**config.mk**
```make
export PLATFORM = sky130hd
export DESIGN_NAME = c_subset_lexer_top
export DESIGN_NICKNAME = d
export VERILOG_FILES = /design/src/rtl/core/clex_pkg.sv /design/src/rtl/core/clex_cell.sv /design/src/rtl/core/clex_ctrl.sv /design/src/rtl/core/c_subset_lexer_top.sv
export VERILOG_INCLUDE_DIRS = /design/src /design/src/rtl/core
export SDC_FILE = /design/constraint.sdc
export NUM_CORES = 1
export LEC_CHECK = 0
export BUFFER_PORTS_ARGS = -buffer_cell sky130_fd_sc_hd__buf_2
export CORE_ASPECT_RATIO = 0.5
export CORE_MARGIN = 3
export CORE_UTILIZATION = 40
export DETAILED_ROUTE_END_ITERATION = 12
export GPL_ROUTABILITY_DRIVEN = 0
export HOLD_SLACK_MARGIN = 0.03
export PLACE_DENSITY = 0.55
export RECOVER_POWER = 100
export SETUP_SLACK_MARGIN = 0.5
export SKIP_LAST_GASP = 1
export SLEW_MARGIN = 0
export SYNTH_ARGS = -nofsm -noshare
export SYNTH_HDL_FRONTEND = slang
export SYNTH_HIERARCHICAL = 1
export SYNTH_SLANG_ARGS = --single-unit
```
**constraint.sdc**
```tcl
create_clock -name clock -period 4.2 [get_ports clock]
set_clock_uncertainty 0.1 [all_clocks]
set_input_delay 0.42 -clock clock [delete_from_list [all_inputs] [get_ports clock]]
set_output_delay 0.42 -clock clock [all_outputs]
set_load 0.02 [all_outputs]
```
**src/rtl/core/c_subset_lexer_top_assert.svh**
```systemverilog
// Assertion helpers used by the lexer control block (clex_ctrl).
`ifndef C_SUBSET_LEXER_TOP_ASSERT_SVH
`define C_SUBSET_LEXER_TOP_ASSERT_SVH

// Plain property check, disabled during reset.
`define CLEX_ASSERT(lbl, prop, msg) \
   lbl: assert property (@(posedge clock) disable iff (reset) (prop)) else $error(msg);

// Implication check: when ante holds, cons holds in the same cycle.
`define CLEX_ASSERT_IMPL(lbl, ante, cons, msg) \
   lbl: assert property (@(posedge clock) disable iff (reset) (ante) |-> (cons)) else $error(msg);

// Implication check: when ante holds, cons holds in the next cycle.
`define CLEX_ASSERT_NEXT(lbl, ante, cons, msg) \
   lbl: assert property (@(posedge clock) disable iff (reset) (ante) |=> (cons)) else $error(msg);

`endif

```
**src/rtl/core/clex_pkg.sv**
```systemverilog
package clex_pkg;

   localparam int MAX_TEXT_DEF = 32;
   localparam int NUM_KW       = 13;

   localparam logic [5:0] CLS_IDENT    = 6'd0;
   localparam logic [5:0] CLS_INT      = 6'd1;
   localparam logic [5:0] CLS_CHAR     = 6'd2;
   localparam logic [5:0] CLS_STRING   = 6'd3;
   localparam logic [5:0] CLS_KW_BASE  = 6'd4;
   localparam logic [5:0] CLS_SYM_BASE = 6'd17;
   localparam logic [5:0] CLS_LSS      = 6'd29;
   localparam logic [5:0] CLS_LEQ      = 6'd30;
   localparam logic [5:0] CLS_GRE      = 6'd31;
   localparam logic [5:0] CLS_GEQ      = 6'd32;
   localparam logic [5:0] CLS_EQL      = 6'd33;
   localparam logic [5:0] CLS_NEQ      = 6'd34;
   localparam logic [5:0] CLS_ASSIGN   = 6'd35;
   localparam logic [5:0] CLS_UNKNOWN  = 6'd36;

   // Keywords padded with spaces to six characters, first char in the top byte.
   localparam logic [47:0] KW_TEXT [NUM_KW] = '{
      "const ", "int   ", "char  ", "void  ", "main  ", "if    ", "else  ",
      "do    ", "while ", "for   ", "scanf ", "printf", "return"
   };
   localparam logic [2:0] KW_LEN [NUM_KW] = '{
      3'd5, 3'd3, 3'd4, 3'd4, 3'd4, 3'd2, 3'd4, 3'd2, 3'd5, 3'd3, 3'd5, 3'd6, 3'd6
   };

   typedef struct packed {
      logic [7:0] in_byte;
      logic       end_of_input;
   } req_beat_type;

   typedef struct packed {
      logic [5:0] token_class;
      logic [7:0] text_byte;
      logic       text_valid;
      logic       last_of_token;
      logic       truncated;
   } rsp_beat_type;

   typedef struct packed {
      logic shift;
      logic wr;
   } cell_ctl_type;

   function automatic logic [7:0] kw_char(input int k, input logic [2:0] pos);
      logic [47:0] w;
      w = KW_TEXT[k];
      return w[8*(5 - int'(pos)) +: 8];
   endfunction

   function automatic logic is_space(input logic [7:0] b);
      return b inside {8'h20, [8'h09:8'h0D]};
   endfunction

   function automatic logic is_letter(input logic [7:0] b);
      return b inside {[8'h61:8'h7A], [8'h41:8'h5A], 8'h5F};
   endfunction

   function automatic logic is_digit(input logic [7:0] b);
      return b inside {[8'h30:8'h39]};
   endfunction

   // One-character symbol class, or unknown.
   function automatic logic [5:0] sym_class(input logic [7:0] b);
      logic [5:0] c;
      case (b)
         8'h2B:   c = CLS_SYM_BASE;
         8'h2D:   c = CLS_SYM_BASE + 6'd1;
         8'h2A:   c = CLS_SYM_BASE + 6'd2;
         8'h2F:   c = CLS_SYM_BASE + 6'd3;
         8'h3B:   c = CLS_SYM_BASE + 6'd4;
         8'h2C:   c = CLS_SYM_BASE + 6'd5;
         8'h28:   c = CLS_SYM_BASE + 6'd6;
         8'h29:   c = CLS_SYM_BASE + 6'd7;
         8'h5B:   c = CLS_SYM_BASE + 6'd8;
         8'h5D:   c = CLS_SYM_BASE + 6'd9;
         8'h7B:   c = CLS_SYM_BASE + 6'd10;
         8'h7D:   c = CLS_SYM_BASE + 6'd11;
         default: c = CLS_UNKNOWN;
      endcase
      return c;
   endfunction

endpackage

```
**src/rtl/core/clex_cell.sv**
```systemverilog
module clex_cell #(
   parameter int IDX = 0,
   parameter int LW  = 6
) (
   input  logic                  clock,
   input  clex_pkg::cell_ctl_type ctl,
   input  logic [LW-1:0]         wr_pos,
   input  logic [7:0]            wr_data,
   input  logic [7:0]            next_byte,
   output logic [7:0]            byte_q
);
   import clex_pkg::*;

   logic [7:0] data_ff;
   logic [7:0] data_in;

   always_comb begin
      if (ctl.shift) begin
         data_in = next_byte;
      end else if (ctl.wr && (wr_pos == LW'(IDX))) begin
         data_in = wr_data;
      end else begin
         data_in = data_ff;
      end
   end

   always_ff @(posedge clock) begin
      data_ff <= data_in;
   end

   assign byte_q = data_ff;

endmodule

```
**src/rtl/core/clex_ctrl.sv**
```systemverilog
`include "c_subset_lexer_top_assert.svh"

module clex_ctrl #(
   parameter int MAX_TEXT = clex_pkg::MAX_TEXT_DEF,
   parameter int LW       = $clog2(MAX_TEXT + 1)
) (
   input  logic                   clock,
   input  logic                   reset,
   input  logic                   req_valid,
   output logic                   req_ready,
   input  clex_pkg::req_beat_type req_data,
   output logic                   rsp_valid,
   input  logic                   rsp_ready,
   output clex_pkg::rsp_beat_type rsp_data,
   input  logic [7:0]             head_byte,
   output clex_pkg::cell_ctl_type cell_ctl,
   output logic [LW-1:0]          wr_pos,
   output logic [7:0]             wr_data
);
   import clex_pkg::*;

   localparam logic [3:0] MODE_IDLE      = 4'd0;
   localparam logic [3:0] MODE_IDENT     = 4'd1;
   localparam logic [3:0] MODE_NUMBER    = 4'd2;
   localparam logic [3:0] MODE_STRING    = 4'd3;
   localparam logic [3:0] MODE_CHAR_OPEN = 4'd4;
   localparam logic [3:0] MODE_CHAR_GOT  = 4'd5;
   localparam logic [3:0] MODE_GT        = 4'd6;
   localparam logic [3:0] MODE_LT        = 4'd7;
   localparam logic [3:0] MODE_EQ        = 4'd8;
   localparam logic [3:0] MODE_BANG      = 4'd9;

   logic [3:0]        mode_ff, mode_in;
   logic [LW-1:0]     len_ff, len_in;
   logic              ovf_ff, ovf_in;
   logic              drain_ff, drain_in;
   logic              replay_ff, replay_in;
   logic [7:0]        held_ff, held_in;
   logic [5:0]        cls_ff, cls_in;
   logic [NUM_KW-1:0] match_ff, match_in, match_upd;

   logic       go;
   logic [7:0] b;
   logic       eoi;
   logic       act_app, act_emit, act_rep;
   logic [3:0] act_mode;
   logic [5:0] act_cls;
   logic [5:0] word_cls;

   assign req_ready = !drain_ff && !replay_ff;
   // the held byte waits until the row has fully drained
   assign go        = (replay_ff && !drain_ff) || (req_valid && req_ready);
   assign b         = replay_ff ? held_ff : req_data.in_byte;
   assign eoi       = !replay_ff && req_data.end_of_input;

   // Keyword match vector is built one byte at a time as the identifier grows.
   always_comb begin
      for (int k = 0; k < NUM_KW; k++) begin
         match_upd[k] = ((len_ff == '0) || match_ff[k]) && (len_ff < LW'(6)) &&
                        (kw_char(k, len_ff[2:0]) == b);
      end
   end

   always_comb begin
      word_cls = CLS_IDENT;
      for (int k = NUM_KW - 1; k >= 0; k--) begin
         if (!ovf_ff && match_ff[k] && (len_ff == LW'(KW_LEN[k]))) begin
            word_cls = CLS_KW_BASE + 6'(k);
         end
      end
   end

   // Per-byte decode. A byte that ends an identifier, number or lone compare is replayed from idle after the drain.
   always_comb begin
      act_app  = 1'b0;
      act_emit = 1'b0;
      act_rep  = 1'b0;
      act_mode = MODE_IDLE;
      act_cls  = CLS_UNKNOWN;
      if (eoi) begin
         act_emit = 1'b1;
         case (mode_ff)
            MODE_IDENT:     act_cls = word_cls;
            MODE_NUMBER:    act_cls = CLS_INT;
            MODE_STRING:    act_cls = CLS_STRING;
            MODE_CHAR_OPEN: act_cls = CLS_CHAR;
            MODE_CHAR_GOT:  act_cls = CLS_CHAR;
            MODE_GT:        act_cls = CLS_GRE;
            MODE_LT:        act_cls = CLS_LSS;
            MODE_EQ:        act_cls = CLS_ASSIGN;
            MODE_BANG:      act_cls = CLS_UNKNOWN;
            default:        act_emit = 1'b0;
         endcase
      end else begin
         case (mode_ff)
            MODE_IDENT: begin
               if (is_letter(b) || is_digit(b)) begin
                  act_app  = 1'b1;
                  act_mode = MODE_IDENT;
               end else begin
                  act_emit = 1'b1;
                  act_rep  = 1'b1;
                  act_cls  = word_cls;
               end
            end
            MODE_NUMBER: begin
               if (is_digit(b)) begin
                  act_app  = 1'b1;
                  act_mode = MODE_NUMBER;
               end else begin
                  act_emit = 1'b1;
                  act_rep  = 1'b1;
                  act_cls  = CLS_INT;
               end
            end
            MODE_STRING: begin
               if (b == 8'h22) begin
                  act_emit = 1'b1;
                  act_cls  = CLS_STRING;
               end else begin
                  act_app  = 1'b1;
                  act_mode = MODE_STRING;
               end
            end
            MODE_CHAR_OPEN: begin
               act_app  = 1'b1;
               act_mode = MODE_CHAR_GOT;
            end
            MODE_CHAR_GOT: begin
               act_emit = 1'b1;
               act_cls  = CLS_CHAR;
            end
            MODE_GT, MODE_LT, MODE_EQ, MODE_BANG: begin
               act_emit = 1'b1;
               if (b == 8'h3D) begin
                  act_app = 1'b1;
                  case (mode_ff)
                     MODE_GT: act_cls = CLS_GEQ;
                     MODE_LT: act_cls = CLS_LEQ;
                     MODE_EQ: act_cls = CLS_EQL;
                     default: act_cls = CLS_NEQ;
                  endcase
               end else begin
                  act_rep = 1'b1;
                  case (mode_ff)
                     MODE_GT: act_cls = CLS_GRE;
                     MODE_LT: act_cls = CLS_LSS;
                     MODE_EQ: act_cls = CLS_ASSIGN;
                     default: act_cls = CLS_UNKNOWN;
                  endcase
               end
            end
            default: begin
               if (is_space(b)) begin
                  act_mode = MODE_IDLE;
               end else if (is_letter(b)) begin
                  act_app  = 1'b1;
                  act_mode = MODE_IDENT;
               end else if (is_digit(b)) begin
                  act_app  = 1'b1;
                  act_mode = MODE_NUMBER;
               end else if (b == 8'h22) begin
                  act_mode = MODE_STRING;
               end else if (b == 8'h27) begin
                  act_mode = MODE_CHAR_OPEN;
               end else if (b == 8'h3E) begin
                  act_app  = 1'b1;
                  act_mode = MODE_GT;
               end else if (b == 8'h3C) begin
                  act_app  = 1'b1;
                  act_mode = MODE_LT;
               end else if (b == 8'h3D) begin
                  act_app  = 1'b1;
                  act_mode = MODE_EQ;
               end else if (b == 8'h21) begin
                  act_app  = 1'b1;
                  act_mode = MODE_BANG;
               end else begin
                  act_app  = 1'b1;
                  act_emit = 1'b1;
                  act_cls  = sym_class(b);
               end
            end
         endcase
      end
   end

   always_comb begin
      mode_in   = mode_ff;
      len_in    = len_ff;
      ovf_in    = ovf_ff;
      drain_in  = drain_ff;
      replay_in = replay_ff;
      held_in   = held_ff;
      cls_in    = cls_ff;
      match_in  = match_ff;
      cell_ctl  = '{shift: 1'b0, wr: 1'b0};
      if (go) begin
         mode_in = act_mode;
         if (act_app) begin
            if (len_ff < LW'(MAX_TEXT)) begin
               cell_ctl.wr = 1'b1;
               len_in      = len_ff + LW'(1);
               match_in    = match_upd;
            end else begin
               ovf_in = 1'b1;
            end
         end
         if (act_emit) begin
            drain_in  = 1'b1;
            cls_in    = act_cls;
            replay_in = act_rep;
            held_in   = b;
         end else begin
            replay_in = 1'b0;
         end
      end else if (drain_ff && rsp_ready) begin
         cell_ctl.shift = 1'b1;
         if (len_ff <= LW'(1)) begin
            len_in   = '0;
            ovf_in   = 1'b0;
            drain_in = 1'b0;
         end else begin
            len_in = len_ff - LW'(1);
         end
      end
   end

   always_ff @(posedge clock) begin
      if (reset) begin
         mode_ff   <= MODE_IDLE;
         len_ff    <= '0;
         ovf_ff    <= 1'b0;
         drain_ff  <= 1'b0;
         replay_ff <= 1'b0;
      end else begin
         mode_ff   <= mode_in;
         len_ff    <= len_in;
         ovf_ff    <= ovf_in;
         drain_ff  <= drain_in;
         replay_ff <= replay_in;
      end
   end

   always_ff @(posedge clock) begin
      held_ff  <= held_in;
      cls_ff   <= cls_in;
      match_ff <= match_in;
   end

   assign wr_pos  = len_ff;
   assign wr_data = b;

   assign rsp_valid              = drain_ff;
   assign rsp_data.token_class   = cls_ff;
   assign rsp_data.text_valid    = (len_ff != '0);
   assign rsp_data.text_byte     = (len_ff != '0) ? head_byte : 8'h00;
   assign rsp_data.last_of_token = (len_ff <= LW'(1));
   assign rsp_data.truncated     = ovf_ff;

   `CLEX_ASSERT(a_len_bound, len_ff <= LW'(MAX_TEXT), "text length past buffer size")
   `CLEX_ASSERT_IMPL(a_ovf_full, ovf_ff && !drain_ff, len_ff == LW'(MAX_TEXT),
                     "overflow with buffer not full")
   `CLEX_ASSERT_IMPL(a_replay_idle, replay_ff, mode_ff == MODE_IDLE, "replay outside idle")
   `CLEX_ASSERT_IMPL(a_idle_empty, !drain_ff && (mode_ff == MODE_IDLE), len_ff == '0,
                     "idle with text left in buffer")
   `CLEX_ASSERT_NEXT(a_last_ends, rsp_valid && rsp_ready && rsp_data.last_of_token, !drain_ff,
                     "drain continues past last beat")

endmodule

```
**src/rtl/core/c_subset_lexer_top.sv**
```systemverilog
// Streaming tokenizer for a small C subset.
// req channel: one source byte per beat (in_byte), or an end_of_input beat that
// flushes a pending token; the byte of an end_of_input beat is ignored.
// rsp channel: one beat per token text byte, every beat carrying token_class,
// last_of_token on the final beat and truncated when the text passed MAX_TEXT
// bytes. A token with empty text (e.g. "") gives one beat with text_valid low.
// Text is held in a row of MAX_TEXT byte cells; draining shifts the row one
// cell toward the head per rsp beat.
// Flow: a byte that continues or starts a token is consumed as it is accepted. A
// token of N text bytes (one beat if empty) then drains from the next cycle on,
// one rsp beat per accepted handshake. A byte that ends an identifier, number or
// lone compare is replayed from idle once the drain is done.
// req_ready is low while the row drains or a byte is replayed; a stalled rsp
// side holds the current beat and the row in place.
// Reset: synchronous, active high; clears the lexer to idle with an empty
// buffer. The cell contents are not cleared and need not be.
module c_subset_lexer_top #(
   parameter int MAX_TEXT = clex_pkg::MAX_TEXT_DEF
) (
   input  logic                   clock,
   input  logic                   reset,
   input  logic                   req_valid,
   output logic                   req_ready,
   input  clex_pkg::req_beat_type req_data,
   output logic                   rsp_valid,
   input  logic                   rsp_ready,
   output clex_pkg::rsp_beat_type rsp_data
);
   import clex_pkg::*;

   localparam int LW = $clog2(MAX_TEXT + 1);

   cell_ctl_type  cell_ctl;
   logic [LW-1:0] wr_pos;
   logic [7:0]    wr_data;
   logic [7:0]    cell_q [MAX_TEXT];

   clex_ctrl #(
      .MAX_TEXT(MAX_TEXT),
      .LW      (LW)
   ) u_ctrl (
      .clock    (clock),
      .reset    (reset),
      .req_valid(req_valid),
      .req_ready(req_ready),
      .req_data (req_data),
      .rsp_valid(rsp_valid),
      .rsp_ready(rsp_ready),
      .rsp_data (rsp_data),
      .head_byte(cell_q[0]),
      .cell_ctl (cell_ctl),
      .wr_pos   (wr_pos),
      .wr_data  (wr_data)
   );

   for (genvar i = 0; i < MAX_TEXT; i++) begin : g_cell
      logic [7:0] next_byte;
      if (i == MAX_TEXT - 1) begin : g_tail
         assign next_byte = 8'h00;
      end else begin : g_link
         assign next_byte = cell_q[i+1];
      end
      clex_cell #(
         .IDX(i),
         .LW (LW)
      ) u_cell (
         .clock    (clock),
         .ctl      (cell_ctl),
         .wr_pos   (wr_pos),
         .wr_data  (wr_data),
         .next_byte(next_byte),
         .byte_q   (cell_q[i])
      );
   end

endmodule

```
==> results.toml, run 1 <==
[run_status]
status = "complete, but fails checks"
failed_checks = "max-capacitance violations, max-slew violations"

[drt]
via_per_inst = 5.719
routed_wl_mm = 40.78
via_count = 10860
avgRoutedWirePerCell_um = 21.47
drt_pass1_iterations = 5
ant_nets = 0
drtIter0Drc = 922
post-route-drc-count = 0

[power_and_ir_drop]
p_sw_uw = 2043
vdd_ir_drop_max_mv = 0.2795
clkPwrFrac = 0.380
p_leak_uw = 0.006017
intPower_uw = 5541
powerDensity_nw_per_um2 = 421.2
seq_power_share = 0.460
combinationalPowerShare = 0.161
netSwitchingFraction = 0.2693

[layout]
final_nets = 1321
diodes = 0
syn_to_final_growth_pct = 4.548
fillerInstances = 4021
drive_gt1_frac = 0.1195
final_core_util = 0.4263

[yosys]
synth_cell_types = 90
async_flop_share = 0
synth_ff_type = "edfxtp_1"
synth_area_per_cell_um2 = 13.71
ys_seq_elements = 296
ys_warn_count = 6
syn_inst = 1256
syn_area_um2 = 17220
synth_edf_count = 283
yosysSeqAreaShare = 0.5085

[clock_network]
cts_tree = "built"
cts_max_path_buffers = 3
path_clk_slew_ns = 0.07
clock-root-buffer = "clkbuf_16"
cts_made_buffers = 30
clock_latency_ns = 0.57
cts-hold-fix-buffers = 0
clock_sinks = 296
htree_levels = 1

[global_route]
grt_usage = 0.1742
grt_pass1_wl_mm = 63.74
antenna_found_initial = 1
grt_max_degree = 66
grt_pass1_vias = 10950
grt-ovfl-total = 0

[timing]
tightest_slew_ns = 1.911
fmax_mhz = 265.4
finalSetupViolCount = 0
rsz0062_at_grt = "false"
fin_crit_sh = 0.8970
slew_violations = 84
layout_min_cycle_time_ns = 3.768
relSlewSlack = -0.2737
setup_tns_ns = 0
final_hold_viol_count = 0

[setup_path]
required_ns = 4.30
critPathArrivalTime_ns = 3.87
cp-end-kind = "flop"
crit_fanout = 14
start_kind = "flop"
rrSetupSlack_ns = 0.43
critical_path_class = "reg2reg"

[die]
start_util = 0.4077
num_io_pins = 32
row_count = 53
fp.coreArea_um2 = 42240
dieArea_um2 = 45730
dieWidth_um = 299.5
die_h_um = 152.7

[job]
cap_violations = 3

[hold_path]
min_path_type = "in2reg"

[place]
dp_hpwl_mm = 24.30
numPortBuffers = 31
metrics by stage:
| step | power [µW] | area, µm² | worst slack, ns | std cells | hold slack (ns) |
|---|---|---|---|---|---|
| 6_report | 7584 | 18010 | 0.4324 | 1899 | 0.08001 |
| 5_1_grt | 7912 | 18010 | 0.2573 | 1899 | 0.08418 |
| 4_1_cts | 7867 | 19080 | 0.5521 | 1898 | 0.05960 |
| 3_5_place_dp | 4956 | 18010 | 0.3597 | 1842 | 0.4337 |
| 3_3_place_gp | 4935 | 18010 | 0.4067 | 1842 | 0.4279 |
| 2_1_floorplan | 4583 | 17260 | 0.5263 | 1263 | 0.4245 |
path summary, 6_finish.rpt:
kind	to	from	cells past startpoint
min reg2reg	g_cell[25].u_cell/byte_q[0]$_DFFE_PP_	g_cell[26].u_cell/byte_q[0]$_DFFE_PP_	1
max	u_ctrl/cls_ff[0]$_DFFE_PP_	u_ctrl/held_ff[7]$_DFFE_PP_	8
min	u_ctrl/mode_ff[3]$_SDFFE_PP0N_	reset	2
max reg2reg	u_ctrl/cls_ff[0]$_DFFE_PP_	u_ctrl/held_ff[7]$_DFFE_PP_	8
power groups by stage:
stage               sequential [µW]  clock [µW]  combinational [µW]
floorplan                      3550           0                1040
global placement               3550           0                1390
detailed placement             3550           0                1400
CTS                            3490        2960                1420
global route                   3500        3090                1330
finish                         3490        2880                1220
sequential cells by signal, indices dropped and copies added, names as in the netlist:
signal,flops
u_ctrl/replay_ff,1
u_ctrl/wr_pos,6
u_ctrl/ovf_ff,1
u_ctrl/match_ff,13
g_cell.u_cell/byte_q,256
u_ctrl/cls_ff,6
u_ctrl/held_ff,8
u_ctrl/rsp_valid,1
u_ctrl/mode_ff,4
logic make-up (layout without fill, tap and decap cells):
group | Yosys count | after routing | share of synthesized area
AOI/OAI and AO/OA | 240 | 240 | 0.1018
xor gates and xnor gates | 28 | 28 | 0.01424
adders and majority gates | 10 | 10 | 0.007265
buffers and inverters | 110 | 169 | 0.03923
DFF | 296 | 296 | 0.5085
muxes | 268 | 268 | 0.2307
other | 1 | 8 | 0.0002177
and+or+nand+nor | 303 | 303 | 0.09800
Yosys cell counts, types with 4 or more instances:
cell type / n / share of area
a211oi_1: 9 / 0.0039
a21o_1: 7 / 0.0031
a21o_2: 9 / 0.0046
a21oi_1: 45 / 0.013
a22oi_1: 10 / 0.0044
a31oi_1: 13 / 0.0047
a41o_1: 7 / 0.0041
a41o_2: 9 / 0.0059
and2_1: 10 / 0.0036
and3_1: 5 / 0.0018
and4bb_2: 6 / 0.0044
buf_6: 34 / 0.022
clkbuf_1: 37 / 0.0081
dfxtp_1: 13 / 0.015
edfxtp_1: 283 / 0.49
ha_1: 10 / 0.0073
inv_1: 30 / 0.0065
mux2_4: 256 / 0.22
mux2i_1: 8 / 0.0046
nand2_1: 71 / 0.015
nand2b_1: 4 / 0.0015
nand3_1: 28 / 0.0081
nand3b_1: 6 / 0.0026
nand4_1: 5 / 0.0018
nand4b_1: 10 / 0.0051
nor2_1: 66 / 0.014
nor2b_1: 7 / 0.0025
nor3_1: 22 / 0.0064
nor3b_1: 15 / 0.0065
nor4_1: 15 / 0.0054
nor4b_1: 6 / 0.0031
nor4bb_1: 7 / 0.0041
o2111ai_1: 6 / 0.0031
o211ai_1: 7 / 0.0031
o21a_1: 5 / 0.0022
o21ai_0: 45 / 0.013
o22ai_1: 12 / 0.0044
o31ai_1: 11 / 0.0048
o41ai_2: 4 / 0.0038
or2_2: 4 / 0.0015
xnor2_1: 24 / 0.012
xor2_1: 4 / 0.0020
repair_timing:
item,in CTS,in global routing
endpoints found under the setup margin,48,186
gates resized for setup,2,14
pin swaps,0,2
buffers inserted,0,1
area by class of cell:
type / instances / area, µm² / share of cell area
repair buffers: 80 / 467.9 / 0.02599
clock buffers: 36 / 813.3 / 0.04517
multi-input cells: 857 / 6860 / 0.3810
flip-flops and latches: 296 / 8761 / 0.4866
well taps: 577 / 721.9 / 0.04009
clock inverters: 20 / 250.2 / 0.01390
inverters: 33 / 131.4 / 0.007296
layout by cell type (no fill, tap or decap), types with 16 or more instances in the layout:
master,count
mux2_1,245
buf_2,18
clkbuf_1,24
o21ai_0,45
nand3_1,28
nor2_1,66
a21oi_1,45
edfxtp_1,283
xnor2_1,24
buf_4,32
nor3_1,21
nand2_1,72
nor4_1,16
clkbuf_16,30
inv_1,26
critical path: stages (launching register included):
cell and delay (ns):
edfxtp_1 0.48, or4b_1 0.59, a21o_1 0.25, nor4_4 0.45, o311ai_2 0.22, a21o_1 0.27, o311a_1 0.16, a211oi_1 0.19
clkbuf_1 0.67
metal layers:
metal	track usage	vias to the layer above	routed length, µm
li1	-	4999	-
met1	0.2492	5372	19310
met2	0.2737	420	18090
met3	0.03203	68	2575
met4	0.04326	2	792
met5	0	-	12
Note: power is estimated with default switching activity, not from simulation.
==> inputs of run 2 (changes only) <==
Settings changed: RECOVER_POWER 100 to not set.
==> results.toml, run 2 (same netlist as run 1, synthesis figures left out) <==
[die]
num_io_pins = 32
dieArea_um2 = 45730
row_count = 53
start_util = 0.4077
die_h_um = 152.7
dieWidth_um = 299.5
fp.coreArea_um2 = 42240

[job]
cap_violations = 0

[timing]
final_hold_viol_count = 0
fmax_mhz = 279.8
rsz0062_at_grt = "false"
layout_min_cycle_time_ns = 3.574
setup_tns_ns = 0
relSlewSlack = 0.2459
fin_crit_sh = 0.8508
finalSetupViolCount = 0
tightest_slew_ns = 1.131
slew_violations = 0

[setup_path]
crit_fanout = 32
r2r-start = "u_ctrl/held_ff[7]$_DFFE_PP_"
timing.critical_path.from = "u_ctrl/held_ff[7]$_DFFE_PP_"
cp-end-kind = "flop"
critPathArrivalTime_ns = 3.78
critical_path_class = "reg2reg"
start_kind = "flop"
required_ns = 4.41

[global_route]
antenna_found_initial = 1
grt_pass1_wl_mm = 63.74
grt-ovfl-total = 0
grt_pass1_vias = 10950
grt_usage = 0.1742
grt_max_degree = 66

[drt]
routed_wl_mm = 40.71
via_count = 10890
avgRoutedWirePerCell_um = 21.44
ant_nets = 0
drtIter0Drc = 961
post-route-drc-count = 0
drt_pass1_iterations = 6
via_per_inst = 5.732

[power_and_ir_drop]
p_leak_uw = 0.006852
netSwitchingFraction = 0.2664
p_sw_uw = 2080
clkPwrFrac = 0.369
intPower_uw = 5727
combinationalPowerShare = 0.184
power.total_uw = 7806
seq_power_share = 0.447
vdd_ir_drop_max_mv = 0.2831
powerDensity_nw_per_um2 = 407.9

[clock_network]
cts_max_path_buffers = 3
cts_made_buffers = 30
cts-hold-fix-buffers = 0
cts_tree = "built"
clock-root-buffer = "clkbuf_16"
path_clk_slew_ns = 0.07
htree_levels = 1
clock_latency_ns = 0.57
clock_sinks = 296

[layout]
layout_commonest_cell = "edfxtp_1"
largest_register_ffs = 256
final_cell_mix = "edfxtp_1 (283), mux2_4 (256), nand2_1 (71)"
syn_to_final_growth_pct = 11.11
drive_gt1_frac = 0.3457
final_nets = 1321
diodes = 0

[run_status]
status = "complete, no violations"

[hold_path]
min_path_type = "in2reg"
hold_start = "reset"

[place]
numPortBuffers = 31
dp_hpwl_mm = 24.30
-- run 2: cell count changes in the layout (fill, tap and decap cells not counted), sizes merged --
cell	previous run	this run
clkbuf	65	36
clkinv	14	13
inv	31	32
buf	51	80
-- run 2: layout make-up --
class                   count  area, µm²
fillers                  3741      23110
well taps                 577      721.9
clock buffers              36      813.3
multi-input cells         857       7871
clock inverters            20      250.2
flip-flops and latches    296       8762
repair buffers             80      585.6
inverters                  33      131.4
-- run 2: power by group through the flow --
| stage | Sequential (µW) | Combinational [µW] | Clock [µW] |
|---|---|---|---|
| finish | 3490 | 1440 | 2880 |
| global route | 3500 | 1540 | 3090 |
| CTS | 3490 | 1420 | 2960 |
| detailed placement | 3550 | 1400 | 0 |
| global placement | 3550 | 1390 | 0 |
| floorplan | 3550 | 1040 | 0 |
-- run 2: metal layers --
metal | GRT usage | part of all wire
met1 | 0.2492 | 0.47
met2 | 0.2737 | 0.44
met3 | 0.03203 | 0.065
met4 | 0.04326 | 0.022
met5 | 0 | 0.00029
-- run 2: final timing paths --
check	endpoint	slack, ns	depth (start not counted)
max	g_cell[3].u_cell/byte_q[0]$_DFFE_PP_	0.63	9
min	u_ctrl/mode_ff[3]$_SDFFE_PP0N_	0.09	2
max reg2reg	g_cell[3].u_cell/byte_q[0]$_DFFE_PP_	0.63	9
min reg2reg	g_cell[26].u_cell/byte_q[2]$_DFFE_PP_	0.44	1
-- run 2: stage by stage --
step                      cells  worst slack [ns]  area, µm²  hold WS, ns    util
after global routing       1899            0.4968      19140      0.09334  0.4530
after global placement     1842            0.4067      18010       0.4279  0.4264
after detailed placement   1842            0.3597      18010       0.4337  0.4264
final                      1899            0.6265      19140      0.08921  0.4530
after CTS                  1898            0.5521      19080      0.05960  0.4518
after floorplan            1263            0.5263      17260       0.4245       -
-- run 2: timing repair --
item / in CTS / in global routing
pin swaps: 0 / 2
cloned: 0 / 0
resized for setup: 2 / 14
setup endpoints to repair: 48 / 186
buffers inserted: 0 / 1
-- run 2: critical path, cell delays in order, from the launching register on --
cell and delay, ns:
edfxtp_1 0.48, or4b_4 0.56, a21o_1 0.24, nor4_4 0.46
o311ai_2 0.23, a211oi_4 0.40, nor3_4 0.08, buf_12 0.19
nor4b_2 0.18, a41o_2 0.38
